--- src/hw/rtl/ldf_pkg.sv ---
`timescale 1ns / 1ps
// ----------------------------------------------------------------------------
// ldf_pkg
// Shared constants for the length-prefix deframer: parse phase codes,
// header and stream widths, and the packing of the result beat.
// ----------------------------------------------------------------------------
package ldf_pkg;

    // Stream byte and header widths
    localparam int BYTE_W          = 8;
    localparam int HDR_W           = 16;

    // Default width of the length value
    localparam int LENGTH_BITS_DEF = 16;

    // Parse phase codes
    localparam logic [1:0] PH_HDR_LO  = 2'd0;
    localparam logic [1:0] PH_HDR_HI  = 2'd1;
    localparam logic [1:0] PH_PAYLOAD = 2'd2;

    // Result beat packing: tdata = {packet_length, payload_byte}
    localparam int OUT_TDATA_W     = 24;
    localparam int OUT_TUSER_W     = 2;
    localparam int TUSER_FIRST     = 0;
    localparam int TUSER_EMPTY     = 1;

endpackage

--- src/hw/rtl/length_prefix_deframer_unit.sv ---
`timescale 1ns / 1ps
// ----------------------------------------------------------------------------
// length_prefix_deframer_unit
// Splits a byte stream into packets framed by a 16-bit little-endian length
// header and delivers each payload byte with first/last/empty marks.
// ----------------------------------------------------------------------------
// The block takes one stream byte per clock while the output is not stalled and
// gives at most one result beat per byte, in the cycle after the byte is accepted.
// Header bytes give no beat; a zero-length packet gives a single beat marked
// empty and last. The parse state is updated by a small combinational phase
// update, and one output register holds the result, so a byte is accepted in
// every cycle in which the output register is empty or being drained
// (s_axis_tready follows m_axis_tready while a beat is held).
// LENGTH_BITS below 16 masks the header to that many bits.
// ----------------------------------------------------------------------------
module length_prefix_deframer_unit #(
    parameter int LENGTH_BITS = ldf_pkg::LENGTH_BITS_DEF
) (
    input  logic                            i_clk,
    input  logic                            i_rst_n,
    // Byte stream in
    input  logic                            s_axis_tvalid,
    output logic                            s_axis_tready,
    input  logic [ldf_pkg::BYTE_W-1:0]      s_axis_tdata,   // [7:0] data_byte
    // Result beats out
    output logic                            m_axis_tvalid,
    input  logic                            m_axis_tready,
    output logic [ldf_pkg::OUT_TDATA_W-1:0] m_axis_tdata,   // [7:0] payload_byte,
                                                            // [23:8] packet_length
    output logic [ldf_pkg::OUT_TUSER_W-1:0] m_axis_tuser,   // [0] is_first,
                                                            // [1] is_empty
    output logic                            m_axis_tlast    // is_last
);

    // Counter width: header is never wider than 16 bits
    localparam int CntW = (LENGTH_BITS < ldf_pkg::HDR_W) ? LENGTH_BITS : ldf_pkg::HDR_W;
    localparam logic [CntW-1:0] CntOne = CntW'(1);

    // Parse state
    logic [1:0]                  r_phase,        n_phase;
    logic [ldf_pkg::BYTE_W-1:0]  r_header_low,   n_header_low;
    logic [CntW-1:0]             r_frame_length, n_frame_length;
    logic [CntW-1:0]             r_bytes_left,   n_bytes_left;

    // Output register
    logic                        r_m_valid;
    logic [ldf_pkg::BYTE_W-1:0]  r_payload_byte;
    logic [ldf_pkg::HDR_W-1:0]   r_packet_length;
    logic                        r_is_first;
    logic                        r_is_last;
    logic                        r_is_empty;

    // Per-byte result
    logic                        s_take;
    logic                        emit;
    logic [ldf_pkg::BYTE_W-1:0]  res_byte;
    logic [CntW-1:0]             res_length;
    logic                        res_first;
    logic                        res_last;
    logic                        res_empty;
    logic [ldf_pkg::HDR_W-1:0]   hdr_word;
    logic [CntW-1:0]             hdr_len;
    logic [CntW-1:0]             left_dec;

    // Handshake: accept while the output register is free or draining
    assign s_axis_tready = !r_m_valid || m_axis_tready;
    assign s_take        = s_axis_tvalid && s_axis_tready;

    assign hdr_word = {s_axis_tdata, r_header_low};
    assign hdr_len  = hdr_word[CntW-1:0];
    assign left_dec = r_bytes_left - CntOne;

    // Phase update and result selection
    always_comb begin
        n_phase        = r_phase;
        n_header_low   = r_header_low;
        n_frame_length = r_frame_length;
        n_bytes_left   = r_bytes_left;
        emit           = 1'b0;
        res_byte       = '0;
        res_length     = '0;
        res_first      = 1'b0;
        res_last       = 1'b0;
        res_empty      = 1'b0;
        if (r_phase == ldf_pkg::PH_HDR_HI) begin
            n_header_low = '0;
            if (hdr_len == '0) begin
                // zero-length packet: one empty beat
                n_frame_length = '0;
                n_bytes_left   = '0;
                n_phase        = ldf_pkg::PH_HDR_LO;
                emit           = 1'b1;
                res_last       = 1'b1;
                res_empty      = 1'b1;
            end else begin
                n_frame_length = hdr_len;
                n_bytes_left   = hdr_len;
                n_phase        = ldf_pkg::PH_PAYLOAD;
            end
        end else if (r_phase == ldf_pkg::PH_PAYLOAD && r_bytes_left != '0) begin
            emit         = 1'b1;
            res_byte     = s_axis_tdata;
            res_length   = r_frame_length;
            res_first    = (r_bytes_left == r_frame_length);
            res_last     = (r_bytes_left == CntOne);
            n_bytes_left = left_dec;
            if (left_dec == '0) begin
                n_frame_length = '0;
                n_phase        = ldf_pkg::PH_HDR_LO;
            end
        end else begin
            // header low byte; unused code and drained payload land here too
            n_header_low   = s_axis_tdata;
            n_bytes_left   = '0;
            n_frame_length = '0;
            n_phase        = ldf_pkg::PH_HDR_HI;
        end
    end

    // State registers
    always_ff @(posedge i_clk) begin
        if (!i_rst_n) begin
            r_phase        <= ldf_pkg::PH_HDR_LO;
            r_header_low   <= '0;
            r_frame_length <= '0;
            r_bytes_left   <= '0;
        end else if (s_take) begin
            r_phase        <= n_phase;
            r_header_low   <= n_header_low;
            r_frame_length <= n_frame_length;
            r_bytes_left   <= n_bytes_left;
        end
    end

    // Output valid
    always_ff @(posedge i_clk) begin
        if (!i_rst_n) begin
            r_m_valid <= 1'b0;
        end else if (s_take && emit) begin
            r_m_valid <= 1'b1;
        end else if (m_axis_tready) begin
            r_m_valid <= 1'b0;
        end
    end

    // Output payload
    always_ff @(posedge i_clk) begin
        if (s_take && emit) begin
            r_payload_byte  <= res_byte;
            r_packet_length <= ldf_pkg::HDR_W'(res_length);
            r_is_first      <= res_first;
            r_is_last       <= res_last;
            r_is_empty      <= res_empty;
        end
    end

    assign m_axis_tvalid = r_m_valid;
    assign m_axis_tdata  = {r_packet_length, r_payload_byte};
    assign m_axis_tuser  = {r_is_empty, r_is_first};
    assign m_axis_tlast  = r_is_last;

endmodule

--- config.mk ---
export PLATFORM = sky130hd
export DESIGN_NAME = length_prefix_deframer_unit
export DESIGN_NICKNAME = d
export VERILOG_FILES = /design/src/hw/rtl/ldf_pkg.sv /design/src/hw/rtl/length_prefix_deframer_unit.sv
export SDC_FILE = /design/constraint.sdc
export NUM_CORES = 1
export LEC_CHECK = 0
export ABC_AREA = 1
export BUFFER_PORTS_ARGS = -buffer_cell sky130_fd_sc_hd__buf_2
export CAP_MARGIN = 30
export CORE_MARGIN = 4
export CORE_UTILIZATION = 40
export DETAILED_ROUTE_END_ITERATION = 12
export PLACE_DENSITY_LB_ADDON = 0.05
export SYNTH_ARGS = -nofsm -noshare
export SYNTH_HDL_FRONTEND = slang
export SYNTH_SLANG_ARGS = --single-unit
--- constraint.sdc ---
create_clock -name i_clk -period 2.9 [get_ports i_clk]
set_input_delay 0.435 -clock i_clk [delete_from_list [all_inputs] [get_ports i_clk]]
set_output_delay 0.435 -clock i_clk [all_outputs]
set_load 0.03 [all_outputs]
==> impl_metrics.tcl <==
set metrics [dict create \
    grt_max_degree 38 \
    cp_data_required_time_ns 3.18 \
    die_x_um 103 \
    crit_type "reg2reg" \
    vias 3138 \
    synth_top_cell_by_area "dfxtp_1" \
    ir_drop_uv 226 \
    register_area_um2 1670 \
    synth-seq-cells 70 \
    cts_tree "built" \
    drt-pass1-iter-count 5 \
    yosysSeqAreaShare_pct 46.2 \
    place_congestion 0.888 \
    overflow 0 \
    io_buffers 40 \
    wl_um 9650 \
    clk_pin_slew_ns 0.08 \
    hold_buffers 0 \
    p_leak_nw 1.80 \
    critPathSlowestCell "dfxtp_1" \
    post_cts_buffers 0 \
    design_area_um2 4140 \
    cts_root_buf "clkbuf_8" \
    synthArstFlopShare_pct 0 \
    synth_edf_count 27 \
    setup-tns-final_ns 0 \
    syn_inst 476 \
    period_minus_slack_ns 2.42 \
    diodes 0 \
    hp-start "s_axis_tdata[5]" \
    h-tree-depth 3 \
    synthesis.area_um2 3620 \
    cp-start-kind "flip-flop" \
    pwr_density_cell_nw_per_um2 622 \
    hold_path_depth 3 \
    syn-mean-instance-area_um2 7.61 \
    grt_pass1_vias 2904 \
    critPathArrivalTime_ns 2.70 \
    syn-num-nets 491 \
    place_inst 609 \
    dpl_cell_area_um2 3910 \
    ys.flop_type "dfxtp_1" \
    start_util_pct 41.3 \
    grt_pass1_wl_um 15200 \
    die_area_um2 10600 \
    antenna_found_initial 0 \
    cp_cell_sequence "inv_1 > ha_1 > nand2_2 > nor2_4 > nand3_1 > xnor2_1 > nor2_1 > nand3_2 > buf_4 > nand3_1 > nand2_1 > nor2_1" \
    report.power.total_w 0.00258 \
    setup_viol 0 \
    ff2ff_path_depth 12 \
    num_io_pins 41 \
    post-route-drc-count 0 \
    fill_cells 882 \
    clk_path_buf_depth 2 \
    dp_hpwl_um 7180 \
    wl_per_cell_um 15.4 \
    ys_types 33 \
    cpPeakStageDelay_ns 0.35 \
    yosysTopAreaCellShare_pct 23.8 \
    cp-end-kind "flip-flop" \
    hold_end "r_header_low[5]" \
    cts_buffers 9 \
    layout.nets 527 \
    rr_startpoint "r_bytes_left[0]" \
    syn2layout_area_growth_pct 14.4 \
    cap_violations 0 \
    grt_util_all_layers_pct 18.8 \
    cts.repair.resized 0 \
    multi_input_area_um2 1620 \
    hold_class "in2reg" \
    layoutNonFillerInstCount 625 \
    clkSinkCount 70 \
    relSlewSlack_pct 58.2 \
    tightest_slew_ns 0.627 \
    rows 34 \
    via_per_inst 5.02 \
    detail-route-antenna-nets 0 \
    synth-warning-count 0 \
    hold_viol_final 0 \
    synthTopCellsByArea "dfxtp_1 (24%), edfxtp_1 (22%), nor2_1 (10%), nand2_1 (8.6%), inv_1 (5.6%)" \
    drtIter0Drc 184 \
    core_area_um2 8760 \
    timing.final.crit_share_pct 83.4 \
    outcome "complete, no violations" \
    r2r_end "r_frame_length[9]" \
    drv_slew 0 \
    dieHeight_um 103 \
    drive_gt1_share_pct 16.8 \
    fmax_mhz 414 \
    clock_skew_ns 0.00873 \
    clkLatencyLatePin_ns 0.34 \
    rsz0062_at_grt "no" \
    r2r_setup_slack_ns 0.48 \
    cp_max_fo 17 \
]
==> cell usage after synthesis, types with 2 or more instances <==
cell,count
nor2_1,99
nand2_1,83
inv_1,54
dfxtp_1,43
edfxtp_1,27
nand3_1,25
a21oi_1,20
o21ai_0,19
xor2_1,15
a21oi_2,10
clkbuf_1,9
nand4_1,9
buf_2,7
nor3_1,7
nor4_1,7
a31oi_1,4
nand2_2,4
nor2_2,4
buf_4,3
ha_1,3
nand3_2,3
a21boi_0,2
a221oi_1,2
and2_1,2
buf_1,2
buf_6,2
nand3b_1,2
nor2_4,2
o22ai_1,2
or2_2,2
==> worst max-delay path: cells and delay by family, from the launching register on <==
family | cells | cell delay (ns)
fa+ha+maj | 1 | 0.26
xor+xnor | 1 | 0.15
buf+inv | 2 | 0.51
simple gates | 8 | 1.08
flops | 1 | 0.35
==> layout by cell type (no fill, tap or decap), types with 15 or more instances in the layout <==
master    instances
nand3_1          25
o21ai_0          19
buf_2            40
nand2_1          83
edfxtp_1         27
xor2_1           15
dfxtp_1          43
inv_1            54
a21oi_1          20
nor2_1           99
==> power by group <==
part	switching (W)	leakage (nW)	total (W)	internal, W
clock network	0.000382	0.111	0.000947	0.000565
registers	0.0000579	0.607	0.00114	0.00108
logic	0.000326	1.08	0.000493	0.000168
==> metal layers <==
layer | up-vias | wire length (um) | part of all wire (%) | track usage (%)
met5 | - | 0 | 0 | 0
met4 | 0 | 63 | 0.65 | 5.08
met3 | 7 | 465 | 4.8 | 2.44
met2 | 79 | 4520 | 47 | 29.8
met1 | 1444 | 4600 | 48 | 27.0
li1 | 1608 | - | - | -
==> layout make-up <==
| cell class | instances | area share [%] |
|---|---|---|
| clock buffers | 9 | 2.99 |
| clock inverters | 7 | 2.72 |
| inverters | 55 | 4.98 |
| multi-input cells | 328 | 39.1 |
| flip-flops and latches | 70 | 40.3 |
| well taps | 108 | 3.26 |
| repair buffers | 48 | 6.58 |
==> worst max-delay path by stage <==
| stage | startpoint | to | slack [ns] | cells past startpoint |
|---|---|---|---|---|
| 6_report | r_bytes_left[0] | r_frame_length[9] | 0.48 | 12 |
| 5_1_grt | r_bytes_left[0] | r_frame_length[11] | 0.16 | 13 |
| 4_1_cts | r_bytes_left[0] | r_frame_length[9] | 0.50 | 12 |
| 3_5_place_dp | r_bytes_left[0] | r_frame_length[4] | 0.51 | 12 |
| 3_3_place_gp | r_bytes_left[0] | r_frame_length[6] | 0.54 | 12 |
| 2_1_floorplan | m_axis_tready | m_axis_tlast | 0.59 | 7 |
==> registers in the layout, summed over array words and instances (netlist names) <==
name / cells
r_bytes_left: 16
r_frame_length: 16
r_packet_length: 16
r_header_low: 8
r_payload_byte: 8
r_phase: 2
m_axis_tlast: 1
m_axis_tvalid: 1
r_is_empty: 1
r_is_first: 1
==> cells by family (layout without fill, tap and decap cells) <==
group	Yosys count	count (layout)	synth area share (%)
AND/OR/NAND/NOR	249	249	30.0
AO/OA/AOI/OAI	60	60	9.88
flip-flops	70	70	46.2
XOR/XNOR	16	16	3.87
buffers and inverters	78	119	9.05
adder cells (fa/ha/maj)	3	3	1.04
==> per-stage QoR <==
stage | hold slack (ns) | worst slack (ns) | util [%]
after floorplan | 0.445 | 0.588 | -
after global placement | 0.459 | 0.536 | 44.6
after detailed placement | 0.456 | 0.512 | 44.6
after CTS | 0.386 | 0.495 | 47.3
after global routing | 0.396 | 0.163 | 47.3
final | 0.386 | 0.483 | 47.3
Note: power is estimated with default switching activity, not from simulation.
